### config.mk
export PLATFORM = sky130hd
export DESIGN_NAME = udpdmx_cell
export DESIGN_NICKNAME = d
export VERILOG_FILES = /design/src/design/udpdmx_pkg.sv /design/src/design/udpdmx_cell.sv
export SDC_FILE = /design/constraint.sdc
export NUM_CORES = 1
export LEC_CHECK = 0
export BUFFER_PORTS_ARGS = -buffer_cell sky130_fd_sc_hd__clkbuf_2
export CORE_MARGIN = 2
export CORE_UTILIZATION = 40
export DETAILED_ROUTE_END_ITERATION = 7
export GPL_ROUTABILITY_DRIVEN = 0
export PLACE_DENSITY = 0.74
export SYNTH_ARGS = -nofsm -noshare
export SYNTH_HDL_FRONTEND = slang
export SYNTH_SLANG_ARGS = --single-unit
### constraint.sdc
create_clock -name clk_i -period 6 [get_ports clk_i]
set_input_delay 0.6 -clock clk_i [delete_from_list [all_inputs] [get_ports clk_i]]
set_output_delay 0.6 -clock clk_i [all_outputs]
set_load 0.01 [all_outputs]
### src/design/udpdmx_pkg.sv
package udpdmx_pkg;

  localparam int unsigned SLOTS_DEF = 64;
  localparam logic [15:0] HDR_BYTES = 16'd8;

  typedef enum logic [1:0] {
    FUNC_OPEN    = 2'd0,
    FUNC_DELIVER = 2'd1,
    FUNC_SEND    = 2'd2,
    FUNC_NONE    = 2'd3
  } func_e;

  typedef enum logic [2:0] {
    ST_OK       = 3'd0,
    ST_RESERVED = 3'd1,
    ST_FULL     = 3'd2,
    ST_SHORT    = 3'd3,
    ST_REFUSED  = 3'd4,
    ST_NOT_OPEN = 3'd5
  } status_e;

  typedef struct packed {
    func_e       func;
    logic [31:0] local_addr;
    logic [15:0] local_port;
    logic [31:0] remote_addr;
    logic [15:0] remote_port;
    logic [15:0] byte_count;
    logic [15:0] header_length;
    logic [5:0]  target_slot;
  } item_t;

  typedef struct packed {
    logic        vld;
    logic        found;
    logic [31:0] addr;
    logic [15:0] port;
  } hop_t;

  typedef struct packed {
    status_e     status;
    logic [5:0]  slot_number;
    logic [31:0] source_addr;
    logic [31:0] dest_addr;
    logic [15:0] source_port;
    logic [15:0] dest_port;
    logic [15:0] udp_length;
  } res_t;

endpackage

### src/design/udpdmx_cell.sv
module udpdmx_cell #(
  parameter int unsigned SLOTS = udpdmx_pkg::SLOTS_DEF,
  parameter int unsigned IDX   = 0,
  parameter int unsigned IW    = (SLOTS > 1) ? $clog2(SLOTS) : 1
) (
  input  logic               clk_i,
  input  logic               rst_ni,
  input  udpdmx_pkg::item_t  item_i,
  input  udpdmx_pkg::hop_t   hop_i,
  input  logic [IW-1:0]      slot_i,
  output udpdmx_pkg::hop_t   hop_o,
  output logic [IW-1:0]      slot_o
);
  import udpdmx_pkg::*;

  localparam int unsigned CW = (IW > 6) ? IW : 6;

  logic [31:0]   addr_q;
  logic [15:0]   port_q;
  logic          wr;
  hop_t          hop_d, hop_q;
  logic [IW-1:0] slot_d, slot_q;

  always_comb begin
    hop_d  = hop_i;
    slot_d = slot_i;
    wr     = 1'b0;
    if (hop_i.vld && !hop_i.found) begin
      unique case (item_i.func)
        FUNC_OPEN: begin
          if (port_q == 16'd0) begin
            wr          = 1'b1;
            hop_d.found = 1'b1;
            slot_d      = IW'(IDX);
          end
        end
        FUNC_DELIVER: begin
          if (port_q != 16'd0 && port_q == item_i.local_port &&
              addr_q == item_i.local_addr) begin
            hop_d.found = 1'b1;
            slot_d      = IW'(IDX);
          end
        end
        FUNC_SEND: begin
          if (CW'(item_i.target_slot) == CW'(IDX)) begin
            hop_d.found = 1'b1;
            hop_d.addr  = addr_q;
            hop_d.port  = port_q;
          end
        end
        default: begin
        end
      endcase
    end
  end

  always_ff @(posedge clk_i or negedge rst_ni) begin
    if (!rst_ni) begin
      addr_q <= '0;
      port_q <= '0;
      hop_q  <= '0;
    end else begin
      hop_q <= hop_d;
      if (wr) begin
        addr_q <= item_i.local_addr;
        port_q <= item_i.local_port;
      end
    end
  end

  always_ff @(posedge clk_i) begin
    slot_q <= slot_d;
  end

  assign hop_o  = hop_q;
  assign slot_o = slot_q;

endmodule

Yosys cells after proc, flatten, opt, wreduce, memory -nomap -nowiden
Cells that the tools add are included.
{"block": "op_classes", "n_eq_ne": 4, "muxes": 13, "reduce_logical": 8}
{"op": "2-to-1 mux 49 bit", "count": 2}
{"op": "2-to-1 mux 48 bit", "count": 1}
{"op": "equality test 32 bit", "count": 1}
{"op": "2-to-1 mux 6 bit", "count": 3}
{"op": "equality test 16 bit", "count": 1}
{"op": "logical NOT 16 bit", "count": 1}
{"op": "nonzero test 16 bit", "count": 1}
{"op": "case mux 6 bit (2 select lines)", "count": 1}
{"op": "logical NOT 6 bit", "count": 1}
{"op": "2-to-1 mux 1 bit", "count": 5}
{"op": "logical AND 1 bit", "count": 3}
{"op": "case mux 1 bit (3 select lines)", "count": 1}
{"op": "equality test 2 x 1 -> 1 bit, second input constant", "count": 1}
{"op": "equality test 2 bit, second input constant", "count": 1}
{"op": "logical NOT 2 bit", "count": 1}
{"op": "logical NOT 1 bit", "count": 1}
{"block": "totals", "reg_bits": 104, "inputBits": 194, "output_inout_bits": 56, "word_cells": 32}

Logic depth before layout (Yosys ltp)
Gate-level depths: netlist (run 1).
{"block": "logic_depth", "ltp_word": 6, "ltp_mapped": 8, "ltp_nobuf": 5}

Worst setup path before layout (run 1)
Ideal clock, no wire load.
{"block": "synth_timing", "kind": "input-to-reg", "startpoint": "in item_i[135] in the netlist's numbering", "endpoint": "reg addr_q[27]", "setup_time_ns": 0.125, "arrival_ns": 1.928, "t_required_ns": 5.875, "slack_ns": 3.947, "stages": 6, "n_path_buf": 3, "cell_sequence": "or3b_2 -> clkbuf_1 -> nor2_4 -> buf_6 -> buf_12 -> mux2_4"}
{"block": "synth_via", "elab_chain_cells": 3}
{"item": "start, declared", "line_no": "udpdmx_cell.sv:8", "source": "input udpdmx_pkg::item_t item_i,"}
{"item": "logical NOT 2 bit", "line_no": "udpdmx_cell.sv:29", "source": "unique case (item_i.func)"}
{"item": "2-to-1 mux 1 bit", "line_no": "udpdmx_cell.sv:29"}
{"item": "2-to-1 mux 1 bit", "line_no": "udpdmx_cell.sv:28", "source": "if (hop_i.vld && !hop_i.found) begin"}
{"item": "end signal, assigned", "line_no": "udpdmx_cell.sv:65", "source": "addr_q <= item_i.local_addr;"}
{"item": "end, declared", "line_no": "udpdmx_cell.sv:18", "source": "logic [31:0] addr_q;"}
No other way between the ends.
A chain may end at the register's enable or synchronous reset.

Worst setup path in the final report (run 1)
{"block": "layout_timing", "startpoint": "reg port_q[4]", "endpoint": "reg addr_q[25]"}
{"block": "layout_via", "elab_chain_cells": 4}
{"item": "start, declared", "line_no": "udpdmx_cell.sv:19", "source": "logic [15:0] port_q;"}
{"item": "start signal, assigned", "line_no": "udpdmx_cell.sv:66", "source": "port_q <= item_i.local_port;"}
{"item": "logical NOT 16 bit", "line_no": "udpdmx_cell.sv:31", "source": "if (port_q == 16'd0) begin"}
{"item": "2-to-1 mux 1 bit", "line_no": "udpdmx_cell.sv:31"}
{"item": "2-to-1 mux 1 bit", "line_no": "udpdmx_cell.sv:29"}
{"item": "2-to-1 mux 1 bit", "line_no": "udpdmx_cell.sv:28"}
No other way between the ends.

==> results of run 1 <==
worst max-delay path: cells and delay by family, from the launching register on:
kind | cells | cell delay [ns]
mux | 1 | 0.40
simple gates | 4 | 1.09
buf+inv | 1 | 0.53
flops | 1 | 0.47
power breakdown:
group	internal, uW	switching [uW]
registers	842	142
logic	214	161
clock network	234	237
how the worst min path moves through the flow:
| stage | slack [ns] | end | cells after the start | from |
|---|---|---|---|---|
| after floorplan | 0.30 | addr_q[0] | 0 | rst_ni |
| after global placement | 0.50 | port_q[8] | 1 | port_q[8] |
| after detailed placement | 0.52 | port_q[8] | 1 | port_q[8] |
| after CTS | 0.16 | hop_o[28] | 1 | rst_ni |
| after global routing | 0.18 | hop_o[25] | 1 | rst_ni |
| final | 0.16 | hop_o[25] | 1 | rst_ni |
through the flow:
step / power, uW / instances / utilization (%) / instance area [um2]
finish: 1830 / 628 / 51.7 / 5580
global route: 1940 / 628 / 51.7 / 5580
CTS: 1860 / 628 / 51.7 / 5580
detailed placement: 1380 / 612 / 49.7 / 5370
global placement: 1360 / 612 / 49.7 / 5370
floorplan: 1210 / 312 / - / 4410
area by class of cell:
cell class / instances / share of cell area [%]
multi-input cells: 196 / 31.4
well taps: 140 / 3.14
flip-flops and latches: 104 / 46.1
clock inverters: 6 / 1.52
repair buffers: 172 / 15.6
clock buffers: 10 / 2.29
cell usage in the layout, fill, tap and decap left out, types with 3 or more instances in the layout:
master / instances
o21ai_0: 6
nand4_1: 4
nor2_1: 3
xor2_1: 47
clkbuf_8: 9
dfxtp_1: 6
a21o_1: 16
dfrtp_1: 98
mux2_2: 76
nor4_1: 16
mux2_4: 4
nand2_1: 13
buf_4: 4
clkbuf_2: 168
registers in the layout, indices dropped and copies added (netlist names):
| name | flops |
|---|---|
| addr_q | 32 |
| hop_o | 50 |
| port_q | 16 |
| slot_o | 6 |
cells by family (layout without fill, tap and decap cells):
logic type | count (synthesis) | after routing
muxes | 80 | 80
and+or+nand+nor | 44 | 44
xor gates and xnor gates | 48 | 48
DFF | 104 | 104
buffers and inverters | 12 | 188
AOI/OAI and AO/OA | 24 | 24
metal layers:
metal | track usage [%] | wire length (um)
met5 | 0 | 0
met4 | 7.14 | 140
met2 | 28.3 | 4760
met1 | 23.1 | 4410
met3 | 3.71 | 741
==> metrics.md, run 1 <==
| Metric | Value |
|---|---|
| Dpl ws | about 3.3 ns |
| Max-slew violations | 0 |
| Worst-skew pair later-pin latency | 0.36 ns |
| Kind of start point of the critical path | flop |
| Final Setup Violations | 0 |
| Synth cell count leaders | dfrtp_1 (98), mux2_2 (76), xor2_1 (47) |
| Crit-path slowest cell | buf_4 |
| CP startpoint | port_q[4] |
| Fmax | between 300 and 400 MHz |
| # IOs | 250 |
| Crit Path Category | flop to flop |
| CP endpoint kind | flop |
| Maximum VDD drop | roughly 150 uV |
| Avg Inst Size Synth | 14.1 um2 |
| Synth Area in Compound Gates | under 10% |
| Row cnt | 38 |
| Critical Path, Cell by Cell | nor4_1, nand4_1, or2_1, nor2_4, buf_4, mux2_2 |
| FF+latch area | 0.00257 mm2 |
| Worst Path Arrival | 2.90 ns |
| Fillers | 994 |
| Residual DRC | 0 |
| Post-Synth XOR/XNOR Area | 9.52% |
| Die ar. | 0.0119 mm2 |
| Leakage | just under 0.003 uW |
| Post-synth EDFFs | 0 |
| R2R Path End | addr_q[25] |
| Final period utilization | about 44% |
| TritonCTS clock tree | built |
| Top-count cell post-synth | dfrtp_1 |
| Mux cell area share after synthesis | 20.7% |
| Nets | 677 |
| Slew Limit Headroom | a little over two fifths |
| Synth Warn # | 0 |
| Gate count after technology mapping | 312 |
| Post-Synth Adder-Cell Area | 0% |
| ANT cells | 0 |
| RSZ-0062 raised after global routing | no |
| Die W | 109 um |
| Max Cap Viol | 0 |
| Cell chosen for the clock root | clkbuf_8 |
| Post-Route Skew | 0.0149 ns |
| Slew @ Worst Pin | a little under 0.9 ns |
| CTS Buffer Depth | 2 |
| Post-synth top area share | a little under three fifths |
| Top FF cell, synth | dfrtp_1 |
| Core area | 0.0108 mm2 |
| Vias in the first global route | 3194 |
| Synth top area cells | dfrtp_1 (56%), mux2_2 (19%), xor2_1 (9.3%) |
| DP HPWL | 7460 um |
| Area grow syn2layout | 26.4% |
| Setup TNS | 0 ns |
| Drt pass-1 iters | 4 |
| Synthesized net count | 506 |
| Crit-path max FO | 48 |
| Pwr/cell area | between 300 and 400 mW/mm2 |
| WL/cell | 16.0 um |
| Tightest Hold Check Type | primary input to async pin |
| Chip Height | about 110 um |
| WL final | 10100 um |
| Post-synthesis sequential area ratio | 58.3% |
| FF-to-FF Start | port_q[4] |
| Largest area contributor in the synthesized netlist | dfrtp_1 |
| H-tree levels | 3 |
| Num CTS Buffers | 9 |
| Critical Path RT | 6.25 ns |
| Largest net degree at the start of global routing | 68 |
| First-pass GRT wire length | 15900 um |
| # hold bufs at CTS | 0 |
| Worst Setup Slack, final | 3.35 ns |
| Sink Count | 104 |
| Worst-case reg-to-reg path depth | 6 |
| Worst setup path end | addr_q[25] |
| Largest stage delay, worst path | ~0.53 ns |
| Post-cts resize count | 0 |
| Final Hold Slack | 0.160 ns |
| Clock transition at path regs | about 0.10 ns |
| Post-Syn Area | 0.00441 mm2 |
| Initial antenna violation count | 0 |
| Asr flop ratio synth | ~94% |
| Library cells used by synthesis | 27 |
| Area of the multi-input gates | 0.00175 mm2 |
| #FFs+latches synth | 104 |
| Global route overflow | 0 |
| DR vias | 3093 |
| Starting Density | 40.9% |
| Outcome | completed |
| Hold Vio Cnt, Final | 0 |
| Worst reg2reg setup slack | 3.35 ns |
| DRT iter0 DRCs | 79 |
| Final Critical Period | around 2.6 ns |
| Largest family of logic cells by synthesized area | multiplexers |
| Post-CTS Setup Bufs | 0 |
| Simple-gate share of the synthesized area | 5.70% |
| Input/output buffers | 169 |
| Antenna viol nets, final | 0 |
| GRT Resource Usage Total | 17.6% |
| Drt via density | 4.93 |
| Layout cells sized above 1 | 55.3% |
(Power assumes the default switching activity.)
==> inputs of run 2 (changes only) <==
clock period = 2.5 ns   (was 6 ns; I/O delays follow)
==> run 2 against run 1 <==
Cell count up 0.96%. Final area up 1.9%. First-iteration DRC count up 34%. Critical endpoint is now addr_q[12]. Worst setup slack worse by 3.2 ns. Maximum frequency up 12%. Sequential cell count unchanged. Die area unchanged. Non-clock buffer count up 6. Total power up 140%. Combinational power rose to 2.6 times the previous value.
==> metrics.md, run 2 (synthesized netlist as in run 1, its figures left out) <==
| Metric | Value |
|---|---|
| RSZ-0062 raised after global routing | no |
| Largest register FFs | 50 |
| Sink Count | 104 |
| Leakage | 0.00300 uW |
| Core area | roughly 0.011 mm2 |
| Tightest Hold Check Type | primary input to flop |
| CP endpoint kind | flop |
| Die W | about 110 um |
| H-tree levels | 3 |
| Fillers | 963 |
| TritonCTS clock tree | built |
| ANT cells | 0 |
| Finished Cell Area | 0.00569 mm2 |
| Drt pass-1 iters | 4 |
| Commonest non-fill, non-tap cell in the layout | clkbuf_2 |
| Starting Density | 40.9% |
| Drt via density | 4.85 |
| Hold Path Depth | 1 |
| First-pass GRT wire length | 15600 um |
| Vias in the first global route | 3189 |
| DRT iter0 DRCs | 106 |
| Initial antenna violation count | 0 |
| Slew Limit Headroom | between 50% and 60% |
| Worst-skew pair later-pin latency | 0.37 ns |
| Commonest cells after routing, fill and taps aside | clkbuf_2 (168), dfrtp_1 (98), mux2_2 (76) |
| GRT Resource Usage Total | 17.5% |
| Area of the multi-input gates | between 0.0015 and 0.002 mm2 |
| Maximum VDD drop | 360 uV |
| Num CTS Buffers | 9 |
| Net Sw Frac | between 20 and 30% |
| Critical Path RT | 2.75 ns |
| Input/output buffers | 169 |
| FF+latch area | 0.00257 mm2 |
| Final Critical Period | around 2.4 ns |
| Outcome | completed |
| Area grow syn2layout | 28.8% |
| WL/cell | 15.9 um |
| Final period utilization | ~94% |
| Kind of start point of the critical path | flop |
| Nets | between 600 and 700 |
| Global route overflow | 0 |
| Setup TNS | 0 ns |
| Worst Path Arrival | 2.61 ns |
| Hold EP | hop_o[49] |
| Worst reg2reg setup slack | 0.14 ns |
| Logic pwr share | 21.5% |
| Layout cells sized above 1 | 55.7% |
| # IOs | 250 |
| Crit Path Category | flop to flop |
| Max Cap Viol | 0 |
| Chip Height | 109 um |
| Fmax | 424 MHz |
| R2R Path End | addr_q[12] |
| Post-Route Skew | 0.0165 ns |
| Row cnt | 38 |
| Die ar. | roughly 0.012 mm2 |
| Beginning of the worst hold path | hop_i[49] |
| DR vias | 3078 |
| Hold Vio Cnt, Final | 0 |
| CTS Buffer Depth | 2 |
| Pwr/cell area | 784 mW/mm2 |
| Antenna viol nets, final | 0 |
| Crit-path max FO | 32 |
| P_int | 3160 uW |
| WL final | 10100 um |
| Largest net degree at the start of global routing | between 90 and 100 |
| Worst-case reg-to-reg path depth | 6 |
| Placement Cell Area | 0.00544 mm2 |
| Slew @ Worst Pin | 0.658 ns |
| Final Setup Violations | 0 |
| Residual DRC | 0 |
| Cell chosen for the clock root | clkbuf_8 |
| Sequential share of power | 52.7% |
| Net load switching power | 1300 uW |
| Clock transition at path regs | ~0.10 ns |
| Clock power frac | 25.8% |
| FF-to-FF Start | port_q[8] |
| DP HPWL | 7570 um |
| Max-slew violations | 0 |
| Post-CTS Setup Bufs | 0 |
[run 2: area by class of cell]
type / instances / share of cell area (%)
flip-flops and latches: 104 / 45.2
repair buffers: 178 / 16.8
multi-input cells: 196 / 30.9
clock inverters: 5 / 1.43
clock buffers: 11 / 2.49
well taps: 140 / 3.08
[run 2: timing repair]
item / 4_1_cts / 5_1_grt
resized for setup: 0 / 1
endpoints found under the hold margin: 98 / 0
hold buffers: 1 / 0
setup endpoints to repair: 0 / 1
[run 2: layer usage]
metal | wire [um] | share of wire, % | track usage [%] | vias to the layer above
li1 | - | - | - | 1450
met1 | 4380 | 43 | 22.2 | 1496
met2 | 4720 | 47 | 28.1 | 118
met3 | 771 | 7.6 | 4.00 | 14
met4 | 239 | 2.4 | 8.88 | 0
met5 | 0 | 0 | 0 | -
[run 2: worst max path at each step]
stage                    start         end  cells past startpoint
finish               port_q[8]  addr_q[12]                      6
global route         port_q[4]  addr_q[12]                      6
CTS                  port_q[8]  addr_q[12]                      6
detailed placement   port_q[8]  addr_q[23]                      6
global placement     port_q[4]  addr_q[14]                      6
floorplan           port_q[11]  addr_q[27]                      8
[run 2: per-stage QoR]
step	instances	hold slack, ns	total power, uW	setup slack, ns	util, %
global placement	617	0.349	3300	0.238	50.4
detailed placement	617	0.353	3360	0.181	50.4
finish	634	0.0308	4460	0.140	52.7
floorplan	312	-0.0456	2910	0.592	-
global route	634	0.0142	4720	0.0853	52.7
CTS	634	0.00873	4530	0.145	52.6
[run 2: power groups by stage]
stage | logic, uW | clock network [uW] | registers [uW]
floorplan | 580 | 0 | 2330
global placement | 941 | 0 | 2360
detailed placement | 970 | 0 | 2390
CTS | 979 | 1200 | 2350
global route | 1070 | 1250 | 2400
finish | 958 | 1150 | 2350
[run 2: worst max-delay path, stage by stage, from the launching register on]
cell and delay [ns]:
dfrtp_1 0.43, nor4_1 0.45, nand4_1 0.27, or2_1 0.32, nor2_4 0.16, buf_12 0.22, mux2_2 0.36
==> inputs of run 3 (changes only) <==
CORE_UTILIZATION = 44   (was 40)
PLACE_DENSITY = 0.8   (was 0.74)
RECOVER_POWER = 25   (was unset)
==> run 3 against run 2 <==
Core utilization rose by 4.5 points. Cell count fell by 1.6%. Wire length down 1.4%. Sequential share of layout area rose by 0.77 points. Worst setup slack improved by 0.11 ns. Clock-buffer cell count decreased by 1. Clock skew decreased by 0.0079 ns. Highest routed layer unchanged. Total power down 5.0%. Critical path depth stayed put. Non-clock buffer count fell by 3. Clock power down 16%.
==> metrics.md, run 3 (synthesized netlist as in run 1, its figures left out) <==
| Metric | Value |
|---|---|
| Starting Density | between 40% and 50% |
| Leakage | 0.00292 uW |
| Layout cells sized above 1 | 53.6% |
| Final period utilization | 90.0% |
| Commonest non-fill, non-tap cell in the layout | clkbuf_2 |
| CP endpoint kind | flop |
| DP HPWL | 7690 um |
| Area of the multi-input gates | between 0.0015 and 0.002 mm2 |
| Slew @ Worst Pin | 1.39 ns |
| Area grow syn2layout | 26.6% |
| Hold Vio Cnt, Final | 0 |
| Fmax | 444 MHz |
| Residual DRC | 0 |
| RSZ-0062 raised after global routing | no |
| Row cnt | 36 |
| FF+latch area | 0.00257 mm2 |
| Setup TNS | 0 ns |
| Die ar. | 0.0108 mm2 |
| Worst Path Arrival | 2.49 ns |
| Fillers | 848 |
| Slew Limit Headroom | 7.12% |
| Final Setup Violations | 0 |
| Die W | 104 um |
| Input/output buffers | 169 |
| Finished Cell Area | 0.00559 mm2 |
| H-tree levels | 3 |
| Outcome | completed |
| Max-slew violations | 0 |
| Initial antenna violation count | 0 |
| Tightest Hold Check Type | primary input to flop |
| DR vias | 3098 |
| Commonest cells after routing, fill and taps aside | clkbuf_2 (159), dfrtp_1 (98), mux2_2 (76) |
| Post-Route Skew | 0.00866 ns |
| CTS Buffer Depth | 2 |
| Largest net degree at the start of global routing | 56 |
| WL/cell | 16.0 um |
| GRT Resource Usage Total | between 10% and 20% |
| Final Critical Period | 2.25 ns |
| Worst reg2reg setup slack | 0.25 ns |
| Clock transition at path regs | 0.10 ns |
| Post-cts resize count | 0 |
| Core area | between 0.009 and 0.01 mm2 |
| Worst-skew pair later-pin latency | approximately 0.36 ns |
| Vias in the first global route | 3229 |
| Drt via density | 4.96 |
| Global route overflow | 0 |
| Maximum VDD drop | 322 uV |
| Chip Height | around 100 um |
| DRT iter0 DRCs | 58 |
| Nets | 680 |
| First-pass GRT wire length | 16100 um |
| Post-CTS Setup Bufs | 0 |
| Critical Path RT | roughly 2.7 ns |
| Crit-path max FO | 22 |
| Sink Count | about 100 |
| WL final | 9960 um |
| Placement Cell Area | 0.00541 mm2 |
| TritonCTS clock tree | built |
| Cell chosen for the clock root | clkbuf_8 |
| Kind of start point of the critical path | flop |
| Antenna viol nets, final | 0 |
| ANT cells | 0 |
| Largest register FFs | 50 |
| Drt pass-1 iters | 4 |
| # IOs | 250 |
| Pwr/cell area | between 700 and 800 mW/mm2 |
| Max Cap Viol | 0 |
| Num CTS Buffers | 9 |
| Crit Path Category | flop to flop |
[run 3: through the flow]
stage / instances / total power [uW] / util, % / hold slack, ns / worst slack [ns]
final: 624 / 4230 / 57.2 / 0.0598 / 0.249
after global routing: 624 / 4490 / 57.2 / 0.0559 / 0.0342
after CTS: 624 / 4300 / 57.3 / 0.0223 / 0.204
after global placement: 607 / 3270 / 55.4 / 0.344 / 0.264
after detailed placement: 607 / 3330 / 55.4 / 0.349 / 0.212
after floorplan: 312 / 2910 / - / -0.0456 / 0.592
[run 3: area by class of cell]
cell class | instances | area share (%)
tap | 133 | 2.98
multi-input combinational | 196 | 31.3
clock inverter | 6 | 0.806
timing repair buffer | 175 | 16.4
sequential | 104 | 46.0
clock buffer | 10 | 2.46
[run 3: metal layers]
metal,vias up,track usage [%],share of wire (%)
met1,1514,22.9,41
met2,129,32.3,50
met3,13,6.08,8.1
met4,0,7.14,1.7
li1,1442,-,-
met5,-,0,0
[run 3: worst paths after layout]
kind                             from  cells after the start         end
max                        port_q[11]                      6   addr_q[7]
min                         hop_i[49]                      1   hop_o[49]
max reg2reg                port_q[11]                      6   addr_q[7]
min reg2reg                port_q[14]                      1  port_q[14]
max in group asynchronous      rst_ni                      3    hop_o[5]
min in group asynchronous      rst_ni                      2   addr_q[2]
[run 3: critical path, cell delays in order (launching register included)]
cell and delay [ns]:
dfrtp_1 0.44, nor4_1 0.43, nand4_1 0.24, or2_1 0.31
nor2_4 0.16, buf_12 0.20, mux2_2 0.35
[run 3: report_power, final]
group	switching [uW]	internal [uW]
clock	576	391
sequential	344	2020
combinational	384	517
[run 3: repair_timing]
action / 4_1_cts / 5_1_grt
hold buffers: 1 / 0
hold endpoints to repair: 54 / 0
endpoints found under the setup margin: 0 / 0
